File: config.mk
export PLATFORM = sky130hd
export DESIGN_NAME = first_fit_block_allocator
export DESIGN_NICKNAME = d
export VERILOG_FILES = /design/src/rtl/ffba_pkg.sv /design/src/rtl/ffba_ram.sv /design/src/rtl/ffba_engine.sv /design/src/rtl/first_fit_block_allocator.sv
export SDC_FILE = /design/constraint.sdc
export NUM_CORES = 2
export LEC_CHECK = 0
export BUFFER_PORTS_ARGS = -buffer_cell sky130_fd_sc_hd__buf_2
export CORE_UTILIZATION = 50
export DETAILED_ROUTE_END_ITERATION = 10
export MAX_ROUTING_LAYER = met4
export PLACE_DENSITY = 0.65
export SYNTH_ARGS = -nofsm -noshare
export SYNTH_HDL_FRONTEND = slang
export SYNTH_HIERARCHICAL = 1
export SYNTH_SLANG_ARGS = --single-unit
File: constraint.sdc
create_clock -name aclk -period 12.55 [get_ports aclk]
set_clock_uncertainty 0.1 [all_clocks]
set_input_delay 0.6275 -clock aclk [delete_from_list [all_inputs] [get_ports aclk]]
set_output_delay 0.6275 -clock aclk [all_outputs]
set_load 0.05 [all_outputs]
File: src/rtl/ffba_pkg.sv
`timescale 1ns / 1ps
// ----------------------------------------------------------------------------
// ffba_pkg
// Shared types and constants for the first-fit block allocator.
// ----------------------------------------------------------------------------
package ffba_pkg;

    // Table depth default; the top level carries it as a parameter.
    localparam int MAX_BLOCKS_DEF = 64;

    // Header ahead of every block's user data (a multiple of 16 bytes).
    localparam logic [31:0] HEADER_BYTES = 32'd32;

    // Register reset values
    localparam logic [31:0] HEAP_BASE_RST  = 32'd65536;
    localparam logic [31:0] HEAP_LIMIT_RST = 32'd1048576;

    // Field widths
    localparam int ADDR_W = 32;
    localparam int SIZE_W = 24;
    localparam int STAT_W = 3;

    // Configuration register indexes
    typedef enum logic [0:0] {
        CFG_HEAP_BASE  = 1'b0,
        CFG_HEAP_LIMIT = 1'b1
    } cfg_idx_t;

    typedef enum logic [0:0] {
        OP_ALLOC = 1'b0,
        OP_FREE  = 1'b1
    } op_t;

    typedef enum logic [STAT_W-1:0] {
        STAT_REUSED   = 3'd0,
        STAT_EXTENDED = 3'd1,
        STAT_OOM      = 3'd2,
        STAT_FREED    = 3'd3,
        STAT_NULL     = 3'd4,
        STAT_UNKNOWN  = 3'd5
    } status_t;

    typedef enum logic [1:0] {
        S_IDLE,
        S_WALK,
        S_MISS,
        S_DONE
    } fsm_state_t;

    // One table entry as stored in memory
    typedef struct packed {
        logic [ADDR_W-1:0] start;
        logic [SIZE_W-1:0] size;
        logic              is_free;
    } entry_t;

    // Configuration seen by the engine
    typedef struct packed {
        logic              base_we;
        logic [ADDR_W-1:0] base_value;
        logic [ADDR_W-1:0] limit;
    } cfg_t;

    // Result handed from the engine to the output register
    typedef struct packed {
        logic [ADDR_W-1:0] user_address;
        status_t           status;
    } res_t;

endpackage

File: src/rtl/ffba_ram.sv
`timescale 1ns / 1ps
// ----------------------------------------------------------------------------
// ffba_ram
// Generic single-write, single-read synchronous RAM with registered read.
// ----------------------------------------------------------------------------
module ffba_ram #(
    parameter int WIDTH = 8,
    parameter int DEPTH = 16
) (
    input  logic                     aclk,
    input  logic                     wr_en,
    input  logic [$clog2(DEPTH)-1:0] wr_addr,
    input  logic [WIDTH-1:0]         wr_data,
    input  logic                     rd_en,
    input  logic [$clog2(DEPTH)-1:0] rd_addr,
    output logic [WIDTH-1:0]         rd_data
);

    logic [WIDTH-1:0] mem [DEPTH];
    logic [WIDTH-1:0] rd_data_reg;

    // Write port
    always_ff @(posedge aclk) begin
        if (wr_en) begin
            mem[wr_addr] <= wr_data;
        end
    end

    // Read port, registered
    always_ff @(posedge aclk) begin
        if (rd_en) begin
            rd_data_reg <= mem[rd_addr];
        end
    end

    assign rd_data = rd_data_reg;

endmodule

File: src/rtl/ffba_engine.sv
`timescale 1ns / 1ps
// ----------------------------------------------------------------------------
// ffba_engine
// Block table sequencer: walks the table in memory one entry per cycle,
// marks hits, appends new blocks at the heap top and keeps count and top.
// ----------------------------------------------------------------------------
module ffba_engine #(
    parameter int MAX_BLOCKS = ffba_pkg::MAX_BLOCKS_DEF
) (
    input  logic                           aclk,
    input  logic                           aresetn,
    input  ffba_pkg::cfg_t                 cfg,
    input  logic                           in_valid,
    output logic                           in_ready,
    input  logic                           in_opcode,
    input  logic [ffba_pkg::SIZE_W-1:0]    in_request_size,
    input  logic [ffba_pkg::ADDR_W-1:0]    in_free_address,
    output logic                           res_valid,
    input  logic                           res_ready,
    output ffba_pkg::res_t                 res
);

    import ffba_pkg::*;

    localparam int IDX_W = $clog2(MAX_BLOCKS);
    localparam int CNT_W = $clog2(MAX_BLOCKS + 1);
    localparam int ENT_W = $bits(entry_t);

    fsm_state_t          state_reg, state_next;
    op_t                 op_reg, op_next;
    logic [SIZE_W-1:0]   req_reg, req_next;
    logic [ADDR_W-1:0]   addr_reg, addr_next;
    logic [IDX_W-1:0]    idx_reg, idx_next;
    logic [CNT_W-1:0]    count_reg, count_next;
    logic [ADDR_W-1:0]   heap_top_reg, heap_top_next;
    res_t                res_reg, res_next;

    logic                ram_wr_en, ram_rd_en;
    logic [IDX_W-1:0]    ram_wr_addr, ram_rd_addr;
    entry_t              ram_wr_data, ram_rd_entry;
    logic [ENT_W-1:0]    ram_rd_data;

    logic                hit;
    logic [CNT_W-1:0]    idx_inc;
    logic [ADDR_W+1:0]   new_top;
    logic                table_full;
    logic                ext_ok;

    // Table memory. Writes happen only on a hit in S_WALK or an append in
    // S_MISS; the next read comes from S_IDLE after S_DONE, so no forwarding.
    ffba_ram #(
        .WIDTH (ENT_W),
        .DEPTH (MAX_BLOCKS)
    ) u_table (
        .aclk    (aclk),
        .wr_en   (ram_wr_en),
        .wr_addr (ram_wr_addr),
        .wr_data (ram_wr_data),
        .rd_en   (ram_rd_en),
        .rd_addr (ram_rd_addr),
        .rd_data (ram_rd_data)
    );

    assign ram_rd_entry = entry_t'(ram_rd_data);

    // Match on the entry read last cycle
    always_comb begin
        if (op_reg == OP_ALLOC) begin
            hit = ram_rd_entry.is_free && (ram_rd_entry.size >= req_reg);
        end else begin
            hit = ((ram_rd_entry.start + HEADER_BYTES) == addr_reg);
        end
    end

    assign idx_inc    = CNT_W'(idx_reg) + CNT_W'(1);
    assign new_top    = {2'b00, heap_top_reg} + {2'b00, HEADER_BYTES}
                        + (ADDR_W+2)'(req_reg);
    assign table_full = (count_reg == CNT_W'(MAX_BLOCKS));
    assign ext_ok     = !table_full && (new_top <= {2'b00, cfg.limit});

    // State register and datapath registers
    always_ff @(posedge aclk) begin
        if (!aresetn) begin
            state_reg    <= S_IDLE;
            count_reg    <= '0;
            heap_top_reg <= HEAP_BASE_RST;
        end else begin
            state_reg    <= state_next;
            count_reg    <= count_next;
            heap_top_reg <= heap_top_next;
        end
    end

    always_ff @(posedge aclk) begin
        op_reg   <= op_next;
        req_reg  <= req_next;
        addr_reg <= addr_next;
        idx_reg  <= idx_next;
        res_reg  <= res_next;
    end

    // Next state and outputs
    always_comb begin
        state_next    = state_reg;
        op_next       = op_reg;
        req_next      = req_reg;
        addr_next     = addr_reg;
        idx_next      = idx_reg;
        count_next    = count_reg;
        heap_top_next = heap_top_reg;
        res_next      = res_reg;
        in_ready      = 1'b0;
        res_valid     = 1'b0;
        ram_rd_en     = 1'b0;
        ram_rd_addr   = '0;
        ram_wr_en     = 1'b0;
        ram_wr_addr   = idx_reg;
        ram_wr_data   = ram_rd_entry;

        // Base rewrite reloads the top only while the table is empty
        if (cfg.base_we && (count_reg == '0)) begin
            heap_top_next = cfg.base_value;
        end

        unique case (state_reg)
            S_IDLE: begin
                in_ready = 1'b1;
                if (in_valid) begin
                    op_next   = op_t'(in_opcode);
                    req_next  = in_request_size;
                    addr_next = in_free_address;
                    idx_next  = '0;
                    if ((op_t'(in_opcode) == OP_FREE) && (in_free_address == '0)) begin
                        res_next   = '{user_address: '0, status: STAT_NULL};
                        state_next = S_DONE;
                    end else if (count_reg == '0) begin
                        if (op_t'(in_opcode) == OP_ALLOC) begin
                            state_next = S_MISS;
                        end else begin
                            res_next   = '{user_address: '0, status: STAT_UNKNOWN};
                            state_next = S_DONE;
                        end
                    end else begin
                        ram_rd_en   = 1'b1;
                        ram_rd_addr = '0;
                        state_next  = S_WALK;
                    end
                end
            end

            S_WALK: begin
                if (hit) begin
                    // Write back the matched entry with its new free flag
                    ram_wr_en           = 1'b1;
                    ram_wr_addr         = idx_reg;
                    ram_wr_data         = ram_rd_entry;
                    ram_wr_data.is_free = (op_reg == OP_FREE);
                    if (op_reg == OP_ALLOC) begin
                        res_next = '{user_address: ram_rd_entry.start + HEADER_BYTES,
                                     status: STAT_REUSED};
                    end else begin
                        res_next = '{user_address: '0, status: STAT_FREED};
                    end
                    state_next = S_DONE;
                end else if (idx_inc < count_reg) begin
                    ram_rd_en   = 1'b1;
                    ram_rd_addr = idx_inc[IDX_W-1:0];
                    idx_next    = idx_inc[IDX_W-1:0];
                end else if (op_reg == OP_ALLOC) begin
                    state_next = S_MISS;
                end else begin
                    res_next   = '{user_address: '0, status: STAT_UNKNOWN};
                    state_next = S_DONE;
                end
            end

            S_MISS: begin
                if (ext_ok) begin
                    // Append at the heap top
                    ram_wr_en     = 1'b1;
                    ram_wr_addr   = count_reg[IDX_W-1:0];
                    ram_wr_data   = '{start: heap_top_reg, size: req_reg, is_free: 1'b0};
                    count_next    = count_reg + CNT_W'(1);
                    heap_top_next = new_top[ADDR_W-1:0];
                    res_next      = '{user_address: heap_top_reg + HEADER_BYTES,
                                      status: STAT_EXTENDED};
                end else begin
                    res_next = '{user_address: '0, status: STAT_OOM};
                end
                state_next = S_DONE;
            end

            S_DONE: begin
                res_valid = 1'b1;
                if (res_ready) begin
                    state_next = S_IDLE;
                end
            end

            default: begin
                state_next = S_IDLE;
            end
        endcase
    end

    assign res = res_reg;

    // Assertions
    a_count_bound: assert property (@(posedge aclk) disable iff (!aresetn)
        count_reg <= CNT_W'(MAX_BLOCKS))
        else $error("block count above table depth");

    a_walk_in_table: assert property (@(posedge aclk) disable iff (!aresetn)
        (state_reg == S_WALK) |-> (CNT_W'(idx_reg) < count_reg))
        else $error("table walk beyond block count");

    a_extend_counts: assert property (@(posedge aclk) disable iff (!aresetn)
        (state_reg == S_MISS && ext_ok) |=> (count_reg == $past(count_reg) + CNT_W'(1)))
        else $error("extension did not grow the table");

    a_write_exclusive: assert property (@(posedge aclk) disable iff (!aresetn)
        ram_wr_en |-> !ram_rd_en && (state_reg == S_WALK || state_reg == S_MISS))
        else $error("table write outside walk or extension");

endmodule

File: src/rtl/first_fit_block_allocator.sv
`timescale 1ns / 1ps
// ----------------------------------------------------------------------------
// first_fit_block_allocator
// First-fit heap allocator over a block table held in a synchronous RAM.
// ----------------------------------------------------------------------------
//  Channel  | Direction | Handshake            | Payload
//  s_       | in        | s_valid / s_ready    | s_opcode, s_request_size,
//           |           |                      | s_free_address
//  m_       | out       | m_valid / m_ready    | m_user_address, m_status
//  cfg_     | in        | cfg_valid / cfg_ready| cfg_index, cfg_data
//
//  One transaction is in work at a time. Allocate and free walk the table
//  one entry per cycle through the RAM read port; an allocate that misses
//  extends the heap, unless the table is full or the limit would be
//  passed. A null free skips the walk. The result sits in an output
//  register; a stalled m_ready holds the engine in its done state. No
//  clearing pass: reset empties the table by zeroing the block count.
//  Configuration writes are always taken.
// ----------------------------------------------------------------------------
module first_fit_block_allocator #(
    parameter int MAX_BLOCKS = ffba_pkg::MAX_BLOCKS_DEF
) (
    input  logic                          aclk,
    input  logic                          aresetn,
    // Request channel
    input  logic                          s_valid,
    output logic                          s_ready,
    input  logic                          s_opcode,
    input  logic [ffba_pkg::SIZE_W-1:0]   s_request_size,
    input  logic [ffba_pkg::ADDR_W-1:0]   s_free_address,
    // Result channel
    output logic                          m_valid,
    input  logic                          m_ready,
    output logic [ffba_pkg::ADDR_W-1:0]   m_user_address,
    output logic [ffba_pkg::STAT_W-1:0]   m_status,
    // Configuration write channel
    input  logic                          cfg_valid,
    output logic                          cfg_ready,
    input  logic                          cfg_index,
    input  logic [ffba_pkg::ADDR_W-1:0]   cfg_data
);

    import ffba_pkg::*;

    logic              cfg_we;
    logic [ADDR_W-1:0] heap_limit_reg;
    cfg_t              cfg;
    logic              res_valid, res_ready;
    res_t              res;
    logic              m_valid_reg;
    res_t              m_res_reg;

    // Config writes. The base only matters as a heap top load, which the
    // engine takes straight from the write.
    assign cfg_ready = 1'b1;
    assign cfg_we    = cfg_valid && cfg_ready;

    always_ff @(posedge aclk) begin
        if (!aresetn) begin
            heap_limit_reg <= HEAP_LIMIT_RST;
        end else if (cfg_we && (cfg_idx_t'(cfg_index) == CFG_HEAP_LIMIT)) begin
            heap_limit_reg <= cfg_data;
        end
    end

    assign cfg = '{base_we:    cfg_we && (cfg_idx_t'(cfg_index) == CFG_HEAP_BASE),
                   base_value: cfg_data,
                   limit:      heap_limit_reg};

    // Table engine
    ffba_engine #(
        .MAX_BLOCKS (MAX_BLOCKS)
    ) u_engine (
        .aclk            (aclk),
        .aresetn         (aresetn),
        .cfg             (cfg),
        .in_valid        (s_valid),
        .in_ready        (s_ready),
        .in_opcode       (s_opcode),
        .in_request_size (s_request_size),
        .in_free_address (s_free_address),
        .res_valid       (res_valid),
        .res_ready       (res_ready),
        .res             (res)
    );

    // Output register
    assign res_ready = !m_valid_reg || m_ready;

    always_ff @(posedge aclk) begin
        if (!aresetn) begin
            m_valid_reg <= 1'b0;
        end else if (res_ready) begin
            m_valid_reg <= res_valid;
        end
    end

    always_ff @(posedge aclk) begin
        if (res_valid && res_ready) begin
            m_res_reg <= res;
        end
    end

    assign m_valid        = m_valid_reg;
    assign m_user_address = m_res_reg.user_address;
    assign m_status       = m_res_reg.status;

endmodule
# Word-level counts from Yosys, hierarchy flattened
# Memory sizes are Yosys's and may differ from the RTL's. A register that Yosys moved wholly into a read port is not among the register bits.
# Index checks and enable logic that the tools add are counted.
# W data, S select, Z words.
dict set report totals {
  register_bits 207
  latch_bits 0
  mem_bits_rw 3648
  romBits 0
  inputBits 95
  elab_cells 105
  n_memories 1
}
dict set report op_classes {
  n_addsub 6
  n_mul 0
  div 0
  magnitude_cmp 3
  eq_ne 13
  shifts 0
  mux 48
  bitwise 1
  reduce_logical 20
}
# memory depth width rd rd_clocked_by_memory_dff wr line
set mem_list {}
lappend mem_list {u_engine.u_table.mem 64 57 1 1 1 ffba_ram.sv:19} ;# logic [WIDTH-1:0] mem [DEPTH];
# operator count
set op_table {}
lappend op_table {{$mux W35} 9}
lappend op_table {{$pmux W57 S2} 1}
lappend op_table {{$pmux W35 S3} 1}
lappend op_table {{$mux W32} 3}
lappend op_table {{$add A32 B6 Y32 const B} 2}
lappend op_table {{$mux W57} 1}
lappend op_table {{$mux W6} 8}
lappend op_table {{$add A34 B24 Y34} 1}
lappend op_table {{$le A34 B32 Y1} 1}
lappend op_table {{$add A32 B6 Y33 const B} 1}
lappend op_table {{$eq A32 B32 Y1} 1}
lappend op_table {{$logic_not A32 Y1} 1}
lappend op_table {{$ge A24 B24 Y1} 1}
lappend op_table {{$mux W1} 15}
lappend op_table {{$mux W2} 6}
lappend op_table {{$pmux W6 S2} 1}
lappend op_table {{$pmux W2 S4} 1}
lappend op_table {{$add A6 B1 Y7 const B} 1}
lappend op_table {{$add A7 B1 Y7 const B} 1}
lappend op_table {{$eq A7 B7 Y1 const B} 1}
lappend op_table {{$logic_and A1 B1 Y1} 7}
lappend op_table {{$logic_not A7 Y1} 1}
lappend op_table {{$lt A7 B7 Y1} 1}
lappend op_table {{$ne A2 B2 Y1 const B} 3}
lappend op_table {{16 further kinds} 22}

# Depth between registers and ports, before layout
dict set report logic_depth {
  word_depth 8
  depth_mapped 28
  depth_no_buf 24
}

# Modules after synthesis
# Netlist, hierarchy kept.
# mod n_inst cells_per_inst area_per_inst_um2 seq_area_each_um2
set by_module_without_submodules {}
lappend by_module_without_submodules {ffba_ram 1 5760 140095.6 111256.7}
lappend by_module_without_submodules {ffba_engine 1 1302 11808.8 3763.6}
lappend by_module_without_submodules {first_fit_block_allocator 1 190 2463.6 1711.6}

# Least setup slack after synthesis
# Ideal clock, no wire load.
dict set report synth_path {
  path_kind {register to register}
  start {reg u_engine.req_reg[1]}
  end {mem u_engine/u_table/mem[49][0] (netlist bit) (enable)}
  setup_time_ns 0.542
  arrival_time_ns 9.218
  path_slack_ns 2.690
  path_stages_with_launch 25
  period_less_slack_ns 9.860
  path_cell_list {edfxtp_1 -> ha_1 -> ha_1 -> fa_1 -> a21o_1 -> a21oi_1 -> a21boi_0 -> nor2_1 -> o21ai_0 -> a211oi_1 -> nand3b_1 -> xnor2_1 -> ha_1 -> a211oi_1 -> o21ai_0 -> a221oi_1 -> o211ai_1 -> o22ai_1 -> o211ai_1 -> clkbuf_1 -> clkbuf_1 -> o21ai_0 -> nor2b_1 -> nand4_1 -> nor3_1}
}
dict set report synth_between {
  word_cells_on_any_way 13
  cone_classes {add/sub: 1; order compare: 2; mux: 8; reduce/logical: 2}
}
# item line
set synth_lines {}
lappend synth_lines {{start: declaration} ffba_engine.sv:31} ;# logic [SIZE_W-1:0] req_reg, req_next;
lappend synth_lines {{start signal: assignment} ffba_engine.sv:96} ;# req_reg <= req_next;
lappend synth_lines {{$add A34 B24 Y34} ffba_engine.sv:77} ;# + (ADDR_W+2)'(req_reg);
lappend synth_lines {{$le A34 B32 Y1} ffba_engine.sv:79} ;# assign ext_ok = !table_full && (new_top <= {2'b00, cfg.limit});
lappend synth_lines {{$logic_and A1 B1 Y1} ffba_engine.sv:79}
lappend synth_lines {{$mux W6} ffba_engine.sv:178} ;# if (ext_ok) begin
lappend synth_lines {{$mux W6} n/a}
lappend synth_lines {{net u_engine.ram_wr_addr[4]} ffba_engine.sv:39} ;# logic [IDX_W-1:0] ram_wr_addr, ram_rd_addr;
lappend synth_lines {{end: declaration} ffba_ram.sv:19}
# The timed path passes the listed nets, and every way through them passes these cells.

# Worst setup path after layout
dict set report layout_path {
  start {reg u_engine.req_reg[1]}
  end {mem u_engine/u_table/mem[35][8] (netlist bit) (enable)}
}
# The elaborated chain is that of the path after synthesis.

==> metrics.txt <==
Iteration-0 DRC Markers=about 11k; Hold Path Class=in2reg; largest family of logic cells by synthesized area=multiplexers; wire per inst=35.3 um; crit path time final=9.92 ns; worst-skew pair later-pin latency=between 0.9 and 1 ns; Compound-Gate Fraction of Synth Area=roughly 3.1%; initial core utilization=50.4%; P per Cell Area=240 mW/mm^2; H-tree depth=5; ANT nets after route=0; Clk pwr share=28.0%; mux share of post-synthesis cell area=15.7%; Post-Synth Adder-Cell Area=less than 1%; EDFF count, synth=3838; Final #Nets=7916; CP max FO=38; Total GRT Usage=between 20 and 30%; Synth Instances=slightly above 7k; core area=~0.3 sq mm; Setup TNS=0 ns; Cell Int Power=between 20 and 30 mW; type of element capturing the critical path=flop; Fin. Hold Viols=0; sequential share of the synthesized area=75.6%; root buffer cell=clkbuf_16; Worst EP arrival=about 10 ns; Seq cells post-synth=3912; crit path cell chain=ha_1 > ha_1 > fa_1 > a21o_1 > a21oi_1 > a21boi_0 > nor2_1 > o21ai_0 > a211oi_1 > nand2b_1 > xnor2_1 > ha_1 > a211oi_1 > o21ai_0 > a221oi_1 > o211ai_1 > o22ai_1 > o211ai_1 > buf_4 > o21ai_0 > nor2b_1 > nand3_1 > nor2_4 > buf_4; post-synthesis simple-gate area fraction=2.39%; vias=between 70k and 80k; PostCTS Resize Cnt=0; Mapped Nets=7467; DPL Wire Length=263 mm; crit start category=flop; asr flop ratio synth=0%; Fillers=approximately 22k; met2 wire length=approximately 200 mm; Post-CTS Setup Bufs=0; Setup-failing EPs final=0; VDD IR-drop max=about 0.32 mV; required time of the worst setup path=13.04 ns; pins over their slew limit=0; global route total overflow=0; Flop pwr share=43.6%; routed vias/inst=6.50; WS Path Type=reg2reg; fin crit share=79.0%; Slew HR=13.9%; register area=0.117 sq mm; TritonCTS clock tree=done; number of global-route vias before repair=77.0k; Netlist cell types=89; max incr delay on CP=1.09 ns; CTS Buf Count=397; Detailed Routing Iterations Pass 1=6; leakage=54.6 nW; wire length on met3=approximately 42 mm; initial antenna violation count=32; Least-Margin Pin Slew=~1.3 ns; max_cap viols=0; I/O pins=133; first-pass GRT wire length=598 mm; Clock Sink Count=3912; met1 wire length=169 mm; Die Span X=558 um; combinational share of power=between 20% and 30%; Ys Warns=6; slowest CP cell=nor2_4; most used flip-flop cell after synthesis=edfxtp_1; Clock transition at path regs=~0.060 ns; switch share=roughly 34%; layout cells sized above 1=27.0%; Post-route DRC=0; status=complete, no violations; GPL Wtd Cong=roughly 0.91; max reg flops=3648; unrepaired setup endpoints after global routing=false; die height=558 um; largest net degree at the start of global routing=110; die area=0.311 sq mm; fmax=101 MHz; synth-to-layout area growth=13.3%; Hold WS=0.0541 ns; Top Metal Used=met4; WL final=428 mm; sw power=14.1 mW; syn_area_per_cell=21.3 sq um; Post-Syn Area=0.154 sq mm; IO Port Bufs=131; area of the multi-input gates=0.0360 sq mm; row count=203; Synth Area in XOR/XNOR=less than 1%; Max Root-Sink Buffers=4
[worst max-delay path, delay by kind of cell (launching register included)]
family          cells  cell delay [ns]
compound gates     12             3.93
xor+xnor            1             0.13
flops               1             0.43
simple gates        5             2.80
buf+inv             2             0.80
fa+ha+maj           4             1.25
[cell usage in the layout (no fill, tap or decap), types with 65 or more instances in the layout]
| master | count |
|---|---|
| dlygate4sd3_1 | 89 |
| o22ai_1 | 198 |
| nor2_4 | 68 |
| clkinv_2 | 74 |
| nor2_1 | 150 |
| nand3_1 | 65 |
| mux2i_1 | 123 |
| o21ai_0 | 76 |
| inv_1 | 93 |
| clkbuf_16 | 402 |
| dfxtp_1 | 74 |
| ha_1 | 119 |
| nand2_1 | 207 |
| mux4_2 | 998 |
| a21oi_1 | 84 |
| clkinv_1 | 87 |
| buf_2 | 131 |
| edfxtp_1 | 3838 |
| buf_4 | 201 |
| xnor2_1 | 69 |
[logic make-up after synthesis]
family          count (synthesis)
compound gates                684
xor+xnor                      110
fa+ha+maj                     120
buf+inv                       498
flops                        3912
mux                          1165
other cells                     1
simple gates                  762
[synth_stat cells (7+ instances only)]
| library cell | number | area [sq um] |
|---|---|---|
| a21oi_1 | 84 | 420 |
| buf_6 | 29 | 327 |
| a21o_1 | 18 | 135 |
| nor4_1 | 24 | 150 |
| mux2i_1 | 123 | 1230 |
| ha_1 | 119 | 1490 |
| inv_1 | 94 | 353 |
| o211a_1 | 24 | 240 |
| nor2_1 | 218 | 818 |
| nor3_1 | 28 | 140 |
| nand2b_1 | 27 | 169 |
| o21ai_0 | 77 | 385 |
| a211oi_1 | 11 | 82.6 |
| nand4_1 | 63 | 394 |
| o21ai_2 | 26 | 228 |
| nand3_1 | 66 | 330 |
| mux2_2 | 44 | 495 |
| and3_1 | 25 | 156 |
| and4_1 | 8 | 70.1 |
| a31oi_1 | 35 | 219 |
| xor2_1 | 37 | 324 |
| buf_4 | 60 | 450 |
| o31ai_1 | 7 | 52.6 |
| buf_2 | 102 | 510 |
| o221ai_1 | 27 | 236 |
| and2_1 | 13 | 81.3 |
| buf_1 | 39 | 146 |
| a22o_1 | 64 | 561 |
| o22a_1 | 19 | 166 |
| o22ai_1 | 198 | 1240 |
| xnor2_1 | 69 | 604 |
| nand2_1 | 210 | 788 |
| or3_1 | 9 | 56.3 |
| dfxtp_1 | 74 | 1480 |
| a211o_1 | 12 | 105 |
| a221oi_1 | 7 | 61.3 |
| edfxtp_1 | 3838 | 115000 |
| mux4_2 | 998 | 22500 |
| nor2b_1 | 30 | 188 |
| clkbuf_1 | 171 | 642 |
| o21a_1 | 14 | 105 |
[power groups by stage]
| stage | Sequential [mW] | Combinational (mW) | Clock, mW |
|---|---|---|---|
| finish | 18.3 | 11.9 | 11.7 |
| CTS | 18.2 | 11.9 | 11.9 |
| global placement | 18.5 | 11.6 | 0 |
| floorplan | 18.3 | 6.45 | 0 |
| detailed placement | 18.5 | 11.8 | 0 |
| global route | 18.3 | 12.4 | 12.4 |
[routing by layer]
layer	vias to the layer above	global-route usage (%)
met5	-	-
met4	0	9.06
met3	639	4.96
met2	4403	42.8
met1	42400	39.8
li1	31400	-
[final timing paths]
check / to / depth (start not counted) / from / slack, ns
min: m_valid$_SDFFE_PN0P_ / 3 / m_ready / 0.05
max: u_engine/u_table/mem[35][8]$_DFFE_PP_ / 24 / u_engine/req_reg[1]$_DFFE_PP_ / 2.63
min reg2reg: m_user_address[4]$_DFFE_PP_ / 0 / u_engine/res[7]$_DFFE_PP_ / 0.32
max reg2reg: u_engine/u_table/mem[35][8]$_DFFE_PP_ / 24 / u_engine/req_reg[1]$_DFFE_PP_ / 2.63
[metrics by stage]
stage               instance area, sq um  setup slack [ns]  power (mW)  cells  util, %
CTS                               175000              2.68        42.0  12100     57.0
finish                            175000              2.63        41.9  12100     57.0
global placement                  161000              2.92        30.1  11300     52.5
floorplan                         154000              2.69        24.8   7252        -
global route                      175000              2.27        43.1  12100     57.0
detailed placement                161000              2.77        30.3  11300     52.5
[area by class of cell]
class	instances	area share, %
sequential	3912	66.8
multi-input combinational	2842	20.6
clock buffer	467	5.90
tap	4100	2.93
timing repair buffer	452	2.10
clock inverter	253	1.45
inverter	96	0.209
antenna	16	0.0229
[timing repair]
item,in CTS,in global routing
hold buffers,89,0
setup endpoints to repair,0,0
endpoints found under the hold margin,120,0
No activity file was read; power rests on OpenSTA's default activity.
